### src/design/lrbe_pkg.sv
// package for the longest-run-between-extremes block
// holds default sizes and output field widths; no dependencies
package lrbe_pkg;

    localparam int unsigned MAX_LENGTH_DEF  = 16384;
    localparam int unsigned SAMPLE_BITS_DEF = 32;

    // result index fields carry the low bits of an index
    localparam int unsigned IDX_OUT_W  = 14;
    localparam int unsigned OUT_DATA_W = ((3 * IDX_OUT_W + 7) / 8) * 8;

endpackage

### src/design/longest_run_between_extremes.sv
// top level of the longest-run-between-extremes block
// depends on lrbe_pkg for defaults and output field widths
//
//  channel   dir   tdata (low bit up)                              tuser      tlast
//  s_axis    in    sample (SAMPLE_BITS, signed), zero pad to byte  -          is_last
//  m_axis    out   first_extreme(14), second_extreme(14),          overflow   -
//                  distance(14), zero pad to 48
//
// one sample per cycle sustained while no last sample waits on a stalled result;
// a sample is held in the input register, then the run tracker updates and, on the
// last sample, loads the result register, whose valid flag drives o_m_axis_tvalid
// synchronous active-low reset clears all trend/run state and both valid flags
// a stalled result holds back only the next last sample and the input behind it
module longest_run_between_extremes #(
    parameter int unsigned MAX_LENGTH  = lrbe_pkg::MAX_LENGTH_DEF,
    parameter int unsigned SAMPLE_BITS = lrbe_pkg::SAMPLE_BITS_DEF
) (
    input  logic                                           i_clk,
    input  logic                                           i_rst_n,
    input  logic                                           i_s_axis_tvalid,
    output logic                                           o_s_axis_tready,
    input  logic [((SAMPLE_BITS + 7) / 8) * 8 - 1:0]       i_s_axis_tdata,  // sample
    input  logic                                           i_s_axis_tlast,  // is_last
    output logic                                           o_m_axis_tvalid,
    input  logic                                           i_m_axis_tready,
    // first_extreme, second_extreme, distance
    output logic [lrbe_pkg::OUT_DATA_W-1:0]                o_m_axis_tdata,
    output logic                                           o_m_axis_tuser   // overflow
);
    import lrbe_pkg::*;

    localparam int unsigned IDX_W = $clog2(MAX_LENGTH);
    localparam int unsigned CNT_W = $clog2(MAX_LENGTH + 1);
    localparam logic [CNT_W-1:0] CNT_MAX  = CNT_W'(MAX_LENGTH);
    localparam logic [IDX_W-1:0] IDX_LAST = IDX_W'(MAX_LENGTH - 1);

    // input register
    logic                          r_in_valid;
    logic signed [SAMPLE_BITS-1:0] r_in_sample;
    logic                          r_in_last;

    // run tracking state
    logic signed [SAMPLE_BITS-1:0] r_prev, n_prev;
    logic [CNT_W-1:0]              r_count, n_count;
    logic                          r_falling, n_falling;
    logic [IDX_W-1:0]              r_run_start, n_run_start;
    logic [IDX_W-1:0]              r_best_start, n_best_start;
    logic [IDX_W-1:0]              r_best_end, n_best_end;
    logic                          r_exceeded, n_exceeded;

    // result register
    logic                          r_out_valid;
    logic [IDX_W-1:0]              r_res_start, n_res_start;
    logic [IDX_W-1:0]              r_res_end, n_res_end;
    logic                          r_res_ovf, n_res_ovf;

    logic             fire;
    logic             out_free;
    logic [IDX_W-1:0] k_idx;
    logic [IDX_W-1:0] last_idx;
    logic             turn;

    assign out_free        = !r_out_valid || i_m_axis_tready;
    assign fire            = r_in_valid && (!r_in_last || out_free);
    assign o_s_axis_tready = !r_in_valid || fire;

    always_ff @(posedge i_clk) begin
        if (!i_rst_n) begin
            r_in_valid <= 1'b0;
        end else if (o_s_axis_tready) begin
            r_in_valid <= i_s_axis_tvalid;
        end
    end

    always_ff @(posedge i_clk) begin
        if (o_s_axis_tready && i_s_axis_tvalid) begin
            r_in_sample <= i_s_axis_tdata[SAMPLE_BITS-1:0];
            r_in_last   <= i_s_axis_tlast;
        end
    end

    always_comb begin
        n_prev       = r_prev;
        n_count      = r_count;
        n_falling    = r_falling;
        n_run_start  = r_run_start;
        n_best_start = r_best_start;
        n_best_end   = r_best_end;
        n_exceeded   = r_exceeded;
        n_res_start  = r_res_start;
        n_res_end    = r_res_end;
        n_res_ovf    = r_res_ovf;
        k_idx        = r_count[IDX_W-1:0];
        last_idx     = k_idx;
        turn         = 1'b0;

        if (r_count == CNT_MAX) begin
            // samples past the limit only mark the overflow
            n_exceeded = 1'b1;
            last_idx   = IDX_LAST;
        end else begin
            if (r_count == CNT_W'(1)) begin
                n_falling = r_prev > r_in_sample;
            end else if (r_count != '0) begin
                turn = (r_falling && (r_prev < r_in_sample)) ||
                       (!r_falling && (r_prev > r_in_sample));
            end
            if (turn) begin
                n_falling = !r_falling;
                // close the run ending at the previous sample
                if ((k_idx - IDX_W'(1)) - r_run_start > r_best_end - r_best_start) begin
                    n_best_start = r_run_start;
                    n_best_end   = k_idx - IDX_W'(1);
                end
                n_run_start = k_idx - IDX_W'(1);
            end
            n_prev  = r_in_sample;
            n_count = r_count + CNT_W'(1);
        end

        if (r_in_last) begin
            // the open run competes too
            if (last_idx - n_run_start > n_best_end - n_best_start) begin
                n_best_start = n_run_start;
                n_best_end   = last_idx;
            end
            n_res_start  = n_best_start;
            n_res_end    = n_best_end;
            n_res_ovf    = n_exceeded;
            n_prev       = '0;
            n_count      = '0;
            n_falling    = 1'b0;
            n_run_start  = '0;
            n_best_start = '0;
            n_best_end   = '0;
            n_exceeded   = 1'b0;
        end
    end

    always_ff @(posedge i_clk) begin
        if (!i_rst_n) begin
            r_prev       <= '0;
            r_count      <= '0;
            r_falling    <= 1'b0;
            r_run_start  <= '0;
            r_best_start <= '0;
            r_best_end   <= '0;
            r_exceeded   <= 1'b0;
        end else if (fire) begin
            r_prev       <= n_prev;
            r_count      <= n_count;
            r_falling    <= n_falling;
            r_run_start  <= n_run_start;
            r_best_start <= n_best_start;
            r_best_end   <= n_best_end;
            r_exceeded   <= n_exceeded;
        end
    end

    always_ff @(posedge i_clk) begin
        if (!i_rst_n) begin
            r_out_valid <= 1'b0;
        end else if (fire && r_in_last) begin
            r_out_valid <= 1'b1;
        end else if (i_m_axis_tready) begin
            r_out_valid <= 1'b0;
        end
    end

    always_ff @(posedge i_clk) begin
        if (fire && r_in_last) begin
            r_res_start <= n_res_start;
            r_res_end   <= n_res_end;
            r_res_ovf   <= n_res_ovf;
        end
    end

    // fit indices to the fixed output field width
    logic [IDX_W+IDX_OUT_W-1:0] wide_start;
    logic [IDX_W+IDX_OUT_W-1:0] wide_end;
    logic [IDX_W+IDX_OUT_W-1:0] wide_dist;

    assign wide_start = {{IDX_OUT_W{1'b0}}, r_res_start};
    assign wide_end   = {{IDX_OUT_W{1'b0}}, r_res_end};
    assign wide_dist  = {{IDX_OUT_W{1'b0}}, r_res_end - r_res_start};

    assign o_m_axis_tvalid = r_out_valid;
    assign o_m_axis_tuser  = r_res_ovf;
    assign o_m_axis_tdata  = OUT_DATA_W'({wide_dist[IDX_OUT_W-1:0],
                                          wide_end[IDX_OUT_W-1:0],
                                          wide_start[IDX_OUT_W-1:0]});

endmodule

### config.mk
export PLATFORM = sky130hd
export DESIGN_NAME = longest_run_between_extremes
export DESIGN_NICKNAME = d
export VERILOG_FILES = /design/src/design/lrbe_pkg.sv /design/src/design/longest_run_between_extremes.sv
export SDC_FILE = /design/constraint.sdc
export NUM_CORES = 1
export LEC_CHECK = 0
export BUFFER_PORTS_ARGS = -buffer_cell sky130_fd_sc_hd__buf_2
export CAP_MARGIN = 10
export CELL_PAD_IN_SITES_DETAIL_PLACEMENT = 1
export CELL_PAD_IN_SITES_GLOBAL_PLACEMENT = 1
export CORE_UTILIZATION = 35
export DETAILED_ROUTE_END_ITERATION = 6
export PLACE_DENSITY = 0.61
export RECOVER_POWER = 100
export SKIP_LAST_GASP = 1
export SLEW_MARGIN = 20
export SYNTH_ARGS = -nofsm -noshare
export SYNTH_HDL_FRONTEND = slang
export SYNTH_SLANG_ARGS = --single-unit
### constraint.sdc
create_clock -name i_clk -period 14.7 [get_ports i_clk]
set_input_delay 0.735 -clock i_clk [delete_from_list [all_inputs] [get_ports i_clk]]
set_output_delay 0.735 -clock i_clk [all_outputs]
set_load 0.1 [all_outputs]
==> impl_metrics.env, run 1 <==
export IMPL_ys_seq_area_share_pct=31.7
export IMPL_clk_latency_ns=0.45
export IMPL_track_usage_pct=24.4
export IMPL_drive_above_1_share_pct=6.32
export IMPL_final_antenna_net_count=0
export IMPL_final_area_sq_um=13000
export IMPL_switching_share_pct=45.0
export IMPL_ir_drop_v=0.000102
export IMPL_cts_tree="done"
export IMPL_ff2ff_setup_slack_ns=2.59
export IMPL_pwr_share_clk_pct=26.6
export IMPL_area_growth_pct=10.7
export IMPL_crit_slowest_cell="clkbuf_1"
export IMPL_cp_slowest_stage_delay_ns=1.39
export IMPL_rows=66
export IMPL_synth_area_sq_um=11700
export IMPL_grt_pass1_vias=10800
export IMPL_fin_util_pct=39.6
export IMPL_die_area_sq_um=34300
export IMPL_rsz0062_at_grt="no"
export IMPL_cts_max_level=4
export IMPL_fp_dieH_um=185
export IMPL_cts_hold_buffers=0
export IMPL_grt_pass1_wl_um=63000
export IMPL_coreArea_sq_um=32800
export IMPL_initial_utilization_pct=35.8
export IMPL_p_leak_nw=5.21
export IMPL_p_int_mw=0.958
export IMPL_slew_violations=276
export IMPL_ys_top_cells_by_area="dfxtp_1 16%, edfxtp_1 16%, ha_1 14%"
export IMPL_combPwrFrac_pct=44.8
export IMPL_slew_headroom_pct=-127
export IMPL_path_clk_slew_ns=0.07
export IMPL_powerDensity_nw_per_um2=134
export IMPL_place_worst_setup_slack_ns=4.08
export IMPL_wl_um=40400
export IMPL_clockBufferDepth=2
export IMPL_async_reset_ff_share_pct=0
export IMPL_pin_count=88
export IMPL_synth_edf_count=62
export IMPL_wire_per_inst_um=21.3
export IMPL_setup_violations=0
export IMPL_min_path_type="input port to flip-flop"
export IMPL_synth_warning_count=0
export IMPL_cp_required_ns=14.95
export IMPL_drt_iter0_drc=749
export IMPL_numPortBuffers=81
export IMPL_status="finished with violations"
export IMPL_cts_root_buf="clkbuf_16"
export IMPL_worst_setup_path_start_kind="flip-flop"
export IMPL_dpl_cell_area_sq_um=12500
export IMPL_fin_ws_ns=2.59
export IMPL_placed_cells=1863
export IMPL_crit_fanout=35
export IMPL_cts_sinks=155
export IMPL_layout_commonest_cell="ha_1"
export IMPL_syn_inst=1401
export IMPL_switchingPower_mw=0.783
export IMPL_timing_hold_violations_final=0
export IMPL_drc=0
export IMPL_ys_seq_elements=155
export IMPL_worstMarginPinSlew_ns=3.41
export IMPL_overflow=0
export IMPL_tns_ns=0
export IMPL_clock_fmax_mhz=82.6
export IMPL_vias_per_cell=5.70
export IMPL_cts_setup_buffers=0
export IMPL_final_cell_mix="129 x ha_1, 126 x nor2_1, 114 x inv_1"
export IMPL_instances_no_fill=1897
export IMPL_post_route_period_util_pct=82.4
export IMPL_drt_first_pass_iters=4
export IMPL_ys_flop_type="dfxtp_1"
export IMPL_die_x_um=185
export IMPL_cts_resized=0
export IMPL_finClkSkew_ns=0.0135
export IMPL_antenna_found_initial=0
export IMPL_cts_buffers=17
export IMPL_synth_distinct_cells=74
export IMPL_crit_top_cell="ha_1"
export IMPL_cap_viol_max_count=8
export IMPL_vias=10800
export IMPL_path_class="flip-flop to flip-flop"
export IMPL_grt_max_degree=68
export IMPL_violations="capacitance limit, slew limit"
export IMPL_power_frac_seq_pct=28.6
export IMPL_place_gp_congestion=0.867
export IMPL_hpwl_um=29800
export IMPL_fin_nets=1613
export IMPL_yosysTopAreaCell="dfxtp_1"
export IMPL_min_period_ns=12.11
export IMPL_netlist_area_leader_share_pct=15.9
export IMPL_antennaDiodeCount=0
export IMPL_worstPathArrival_ns=12.36
export IMPL_cp_end_kind="flip-flop"
export IMPL_avgSynthCellArea_sq_um=8.38
[critical path: cells and delay by family (launching register included)]
family | cells | cell delay, ns
compound gates | 17 | 3.65
xor+xnor | 3 | 0.77
fa+ha+maj | 6 | 1.74
buf+inv | 5 | 2.98
flops | 1 | 0.44
mux | 1 | 0.33
simple gates | 8 | 1.97
[sequential cells by signal, summed over array words and instances (netlist names), 14 cells and up]
register and flops:
r_in_sample 32, r_prev 32, r_count 15, r_best_end 14, r_best_start 14, r_res_end 14
r_res_start 14, r_run_start 14
[stage by stage]
step	power (mW)	hold WS, ns
after detailed placement	1.29	0.492
after CTS	1.76	0.436
after global placement	1.28	0.477
after global routing	1.84	0.436
final	1.74	0.458
after floorplan	1.09	0.460
[layout make-up]
cell class,instances,area [sq um]
inverter,115,432
clock buffer,23,509
clock inverter,9,92.6
sequential,155,3720
fill,3968,19800
multi-input combinational,1053,7230
timing repair buffer,100,460
tap,442,553
[power groups by stage]
stage / clock network, mW / logic, mW / registers (mW)
3_3_place_gp: 0 / 0.773 / 0.506
3_5_place_dp: 0 / 0.784 / 0.506
2_1_floorplan: 0 / 0.540 / 0.555
6_report: 0.463 / 0.780 / 0.497
5_1_grt: 0.489 / 0.851 / 0.499
4_1_cts: 0.473 / 0.788 / 0.497
[Yosys cell counts, types with 44 or more instances]
cell type,n
a21oi_1,88
clkbuf_1,53
dfxtp_1,93
edfxtp_1,62
ha_1,129
inv_1,114
nand2_1,94
nand3_1,69
nor2_1,127
nor3_1,64
o21ai_0,62
xnor2_1,44
[routing by layer]
layer  track usage [%]  part of all wire (%)
met1              33.1                    47
met2              38.5                    45
met5                 0                     0
met3              4.23                   5.4
met4              9.12                   3.0
[path summary, 6_finish.rpt]
path,end,start,depth (start not counted)
worst max-delay path,r_res_start[3],r_count[0],40
worst max register to register,r_res_start[3],r_count[0],40
worst min-delay path,r_in_sample[8],i_s_axis_tdata[8],1
worst min register to register,r_best_start[10],r_best_start[10],2
[cell families after synthesis]
family                   synth area share [%]
adder cells (fa/ha/maj)                  14.6
other                                  0.0319
flip-flops                               31.7
AO/OA/AOI/OAI                            20.0
multiplexers                             1.02
XOR/XNOR                                 5.74
AND/OR/NAND/NOR                          20.0
buffers and inverters                    6.87
(Power assumes the default switching activity.)
==> run 2, diff against run 1 <==
==> constraint.sdc (replaced) <==
create_clock -name i_clk -period 11.65 [get_ports i_clk]
set_input_delay 0.5825 -clock i_clk [delete_from_list [all_inputs] [get_ports i_clk]]
set_output_delay 0.5825 -clock i_clk [all_outputs]
set_load 0.1 [all_outputs]
==> impl_metrics.env, run 2 (synthesis gave the netlist of run 1 again) <==
export IMPL_finClkSkew_ns=0.0148
export IMPL_cts_tree="done"
export IMPL_post_route_period_util_pct=92.3
export IMPL_worstMarginPinSlew_ns=2.04
export IMPL_numPortBuffers=81
export IMPL_clock_fmax_mhz=93.0
export IMPL_p_leak_nw=5.27
export IMPL_antennaDiodeCount=0
export IMPL_worstPathArrival_ns=10.91
export IMPL_met1_usage_pct=32.5
export IMPL_pin_count=88
export IMPL_timing_hold_violations_final=0
export IMPL_min_path_type="input port to flip-flop"
export IMPL_drt_iter0_drc=700
export IMPL_cap_viol_max_count=5
export IMPL_status="finished with violations"
export IMPL_antenna_found_initial=0
export IMPL_path_class="flip-flop to flip-flop"
export IMPL_hpwl_um=29900
export IMPL_final_fill_count=3982
export IMPL_drc=0
export IMPL_violations="capacitance limit, slew limit"
export IMPL_grt_use_met2_pct=40.2
export IMPL_multi_input_comb_area_sq_um=7210
export IMPL_fin_nets=1621
export IMPL_grt_pass1_wl_um=62500
export IMPL_crit_fanout=16
export IMPL_die_area_sq_um=34300
export IMPL_path_clk_slew_ns=0.07
export IMPL_hold_slack_ns=0.296
export IMPL_fp_dieH_um=185
export IMPL_crit_top_cell="ha_1"
export IMPL_final_area_sq_um=13100
export IMPL_drive_above_1_share_pct=6.63
export IMPL_clockBufferDepth=2
export IMPL_regArea_sq_um=3720
export IMPL_coreArea_sq_um=32800
export IMPL_top_regs="r_in_sample x32, r_prev x32, r_count x15"
export IMPL_powerDensity_nw_per_um2=170
export IMPL_layout_commonest_cell="ha_1"
export IMPL_cp_slowest_stage_delay_ns=0.77
export IMPL_cts_resized=0
export IMPL_overflow=0
export IMPL_wl_um=40100
export IMPL_dpl_cell_area_sq_um=12600
export IMPL_wire_per_inst_um=21.0
export IMPL_cts_setup_buffers=0
export IMPL_vias=10800
export IMPL_grt_pass1_vias=10700
export IMPL_slew_violations=137
export IMPL_ir_drop_v=0.000116
export IMPL_grt_max_degree=63
export IMPL_tns_ns=0
export IMPL_grt_busiest_layer="met2"
export IMPL_cts_buffers=17
export IMPL_rows=66
export IMPL_cts_hold_buffers=0
export IMPL_die_x_um=185
export IMPL_vias_per_cell=5.65
export IMPL_area_growth_pct=11.3
export IMPL_cp_end_kind="flip-flop"
export IMPL_worst_setup_path_start_kind="flip-flop"
export IMPL_cp_required_ns=11.80
export IMPL_setup_violations=0
export IMPL_fin_ws_ns=0.893
export IMPL_cts_root_buf="clkbuf_16"
export IMPL_drt_first_pass_iters=5
export IMPL_final_antenna_net_count=0
export IMPL_cts_sinks=155
export IMPL_initial_utilization_pct=35.8
export IMPL_place_worst_setup_slack_ns=1.04
export IMPL_track_usage_pct=24.2
export IMPL_slew_headroom_pct=-36.1
export IMPL_crit_slowest_cell="o41ai_2"
export IMPL_min_period_ns=10.76
export IMPL_final_cell_mix="129 x ha_1, 128 x nor2_1, 114 x inv_1"
export IMPL_cts_max_level=4
export IMPL_clk_latency_ns=0.46
export IMPL_rsz0062_at_grt="no"
export IMPL_grt_met3_usage_pct=3.15
export IMPL_place_gp_congestion=0.875
export IMPL_total_power_mw=2.22
[run 2: cell count changes in the layout (fill, tap and decap cells not counted), moves of 2 or more]
cell       before  now
clkbuf_16      18   20
inv_6           4    1
buf_4          10   20
nor2_1        126  128
clkbuf_8        4    2
inv_8           0    2
[run 2: layer usage]
layer / share of wire, % / up-vias
met5: 0 / -
met4: 1.5 / 0
met3: 4.3 / 35
met2: 47 / 262
met1: 47 / 5307
li1: - / 5156
[run 2: layout make-up]
cell class	count	share of cell area, %
multi-input cells	1053	55.2
flip-flops and latches	155	28.5
well taps	442	4.23
clock buffers	24	4.10
repair buffers	108	4.02
inverters	115	3.30
clock inverters	8	0.699
[run 2: per-stage QoR]
step,cells,util [%]
2_1_floorplan,1406,-
3_3_place_gp,1872,38.4
5_1_grt,1905,39.9
3_5_place_dp,1872,38.4
6_report,1905,39.9
4_1_cts,1904,40.3
[run 2: worst paths after layout]
path	start	endpoint	slack, ns	cells past startpoint
max	r_count[0]	r_res_start[2]	0.89	42
min	i_s_axis_tdata[4]	r_in_sample[4]	0.30	1
max reg2reg	r_count[0]	r_res_start[2]	0.89	42
min reg2reg	r_best_start[5]	r_best_start[5]	0.50	2
[run 2: worst max-delay path, delay by kind of cell (launching register included)]
family | cells | cell delay, ns
buf+inv | 5 | 1.09
fa+ha+maj | 6 | 1.78
simple gates | 11 | 1.87
compound gates | 17 | 4.50
flops | 1 | 0.45
xor+xnor | 3 | 0.71
[run 2: power by group]
part	internal, mW	switching, mW	total, mW
Combinational	0.285	0.710	0.994
Clock	0.349	0.252	0.600
Sequential	0.606	0.0200	0.626
Total	1.24	0.982	2.22
==> run 3, diff against run 2 <==
--- a/config.mk
+++ b/config.mk
@@ -9,12 +9,11 @@
 export CAP_MARGIN = 10
 export CELL_PAD_IN_SITES_DETAIL_PLACEMENT = 1
 export CELL_PAD_IN_SITES_GLOBAL_PLACEMENT = 1
-export CORE_UTILIZATION = 35
+export CORE_UTILIZATION = 47
 export DETAILED_ROUTE_END_ITERATION = 6
-export PLACE_DENSITY = 0.61
-export RECOVER_POWER = 100
+export PLACE_DENSITY = 0.79
+export RECOVER_POWER = 25
 export SKIP_LAST_GASP = 1
-export SLEW_MARGIN = 20
 export SYNTH_ARGS = -nofsm -noshare
 export SYNTH_HDL_FRONTEND = slang
 export SYNTH_SLANG_ARGS = --single-unit
==> impl_metrics.env, run 3 (synthesis gave the netlist of run 1 again) <==
export IMPL_overflow=0
export IMPL_crit_slowest_cell="nor3b_1"
export IMPL_antennaDiodeCount=0
export IMPL_cp_required_ns=11.95
export IMPL_fp_dieH_um=160
export IMPL_met1_usage_pct=40.0
export IMPL_min_period_ns=10.59
export IMPL_p_leak_nw=5.24
export IMPL_placed_cells=1744
export IMPL_layout_commonest_cell="ha_1"
export IMPL_worstMarginPinSlew_ns=3.12
export IMPL_reg2reg_depth=43
export IMPL_cts_hold_buffers=0
export IMPL_cts_buffers=17
export IMPL_grt_met3_usage_pct=3.40
export IMPL_grt_pass1_vias=11100
export IMPL_tns_ns=0
export IMPL_cts_sinks=155
export IMPL_drive_above_1_share_pct=7.99
export IMPL_dpl_cell_area_sq_um=12400
export IMPL_cap_viol_max_count=2
export IMPL_r2r_start="r_count[0]"
export IMPL_grt_use_met2_pct=49.5
export IMPL_initial_utilization_pct=48.2
export IMPL_numPortBuffers=81
export IMPL_wire_per_inst_um=21.2
export IMPL_hold_depth=1
export IMPL_setup_violations=0
export IMPL_ir_drop_v=0.000137
export IMPL_power_frac_seq_pct=29.2
export IMPL_area_growth_pct=9.74
export IMPL_status="finished with violations"
export IMPL_worst_setup_path_start_kind="flip-flop"
export IMPL_grt_pass1_wl_um=60500
export IMPL_coreArea_sq_um=24400
export IMPL_drt_iter0_drc=756
export IMPL_powerDensity_nw_per_um2=166
export IMPL_drc=0
export IMPL_slew_violations=103
export IMPL_worstReg2RegEnd="r_res_start[11]"
export IMPL_cts_resized=0
export IMPL_instances_no_fill=1776
export IMPL_vias_per_cell=6.16
export IMPL_wl_um=37700
export IMPL_path_clk_slew_ns=0.07
export IMPL_switchingPower_mw=0.971
export IMPL_min_path_type="input port to flip-flop"
export IMPL_ff2ff_setup_slack_ns=1.06
export IMPL_fin_util_pct=52.8
export IMPL_cp_end_kind="flip-flop"
export IMPL_rows=57
export IMPL_place_gp_congestion=0.901
export IMPL_clock_fmax_mhz=94.4
export IMPL_cp_slowest_stage_delay_ns=0.67
export IMPL_cts_setup_buffers=0
export IMPL_p_int_mw=1.17
export IMPL_clk_latency_ns=0.44
export IMPL_vias=10900
export IMPL_hold_start="i_s_axis_tdata[13]"
export IMPL_slew_headroom_pct=-108
export IMPL_crit_buf_inv=4
export IMPL_cts_root_buf="clkbuf_16"
export IMPL_top_regs="r_in_sample x32, r_prev x32, r_count x15"
export IMPL_violations="capacitance limit, slew limit"
export IMPL_die_x_um=160
export IMPL_fin_nets=1610
export IMPL_finClkSkew_ns=0.0137
export IMPL_pin_count=88
export IMPL_pwr_share_clk_pct=25.7
export IMPL_grt_max_degree=67
export IMPL_hpwl_um=28000
export IMPL_total_power_mw=2.15
export IMPL_path_class="flip-flop to flip-flop"
export IMPL_antenna_found_initial=0
export IMPL_post_route_period_util_pct=90.9
export IMPL_die_area_sq_um=25600
export IMPL_clockBufferDepth=2
export IMPL_worstPathArrival_ns=10.89
export IMPL_switching_share_pct=45.3
export IMPL_crit_fanout=31
export IMPL_track_usage_pct=29.9
export IMPL_rsz0062_at_grt="no"
export IMPL_hold_path_end="r_in_sample[13]"
export IMPL_grt_busiest_layer="met2"
export IMPL_cpLargestDelayFamily="compound AO/OA/AOI/OAI gates"
export IMPL_cts_max_level=4
export IMPL_cts_tree="done"
export IMPL_timing_hold_violations_final=0
export IMPL_final_area_sq_um=12900
export IMPL_final_cell_mix="129 x ha_1, 126 x nor2_1, 114 x inv_1"
export IMPL_combPwrFrac_pct=45.1
export IMPL_drt_first_pass_iters=5
export IMPL_final_antenna_net_count=0
==> run 3: final cells by class <==
cell class	instances	area [sq um]
Timing Repair Buffer	97	483
Sequential cell	155	3720
Multi-Input combinational cell	1053	7270
Tap cell	324	405
Inverter	115	432
Fill cell	2998	11500
Clock inverter	14	124
Clock buffer	18	450
==> run 3: per-layer routing <==
metal / routed length [um] / share of wire (%) / up-vias
met1: 16700 / 44 / 5325
li1: - / - / 5134
met5: 0 / 0 / -
met2: 17600 / 47 / 419
met4: 1140 / 3.0 / 0
met3: 2240 / 5.9 / 70
==> run 3: through the flow <==
step           setup slack, ns  hold WS (ns)
2_1_floorplan             2.79         0.460
3_3_place_gp              1.72         0.476
3_5_place_dp              1.45         0.481
4_1_cts                   1.37         0.304
5_1_grt                  0.312         0.299
6_report                  1.06         0.316
==> run 3: worst register-to-register path, delay by kind of cell (launching register included) <==
kind	cells	cell delay, ns
xor gates and xnor gates	3	0.61
adders and majority gates	6	1.85
muxes	1	0.33
buffers and inverters	4	0.85
and+or+nand+nor	13	2.21
DFF	1	0.45
AOI/OAI and AO/OA	16	4.16
==> run 3: how the worst max path moves through the flow <==
stage                          start              end  slack, ns  cells after the start
after floorplan           r_count[0]     r_res_end[0]       2.79                     42
after global placement    r_count[0]   r_res_start[4]       1.72                     39
after detailed placement  r_count[0]  r_res_start[11]       1.45                     43
after CTS                 r_count[0]  r_res_start[11]       1.37                     43
after global routing      r_count[0]  r_res_start[12]       0.31                     43
final                     r_count[0]  r_res_start[11]       1.06                     43
==> run 3: power by group through the flow <==
stage / clock, mW / combinational, mW / sequential (mW)
3_5_place_dp: 0 / 0.954 / 0.638
6_report: 0.553 / 0.967 / 0.626
5_1_grt: 0.578 / 1.05 / 0.628
3_3_place_gp: 0 / 0.944 / 0.637
4_1_cts: 0.561 / 0.961 / 0.626
2_1_floorplan: 0 / 0.681 / 0.700
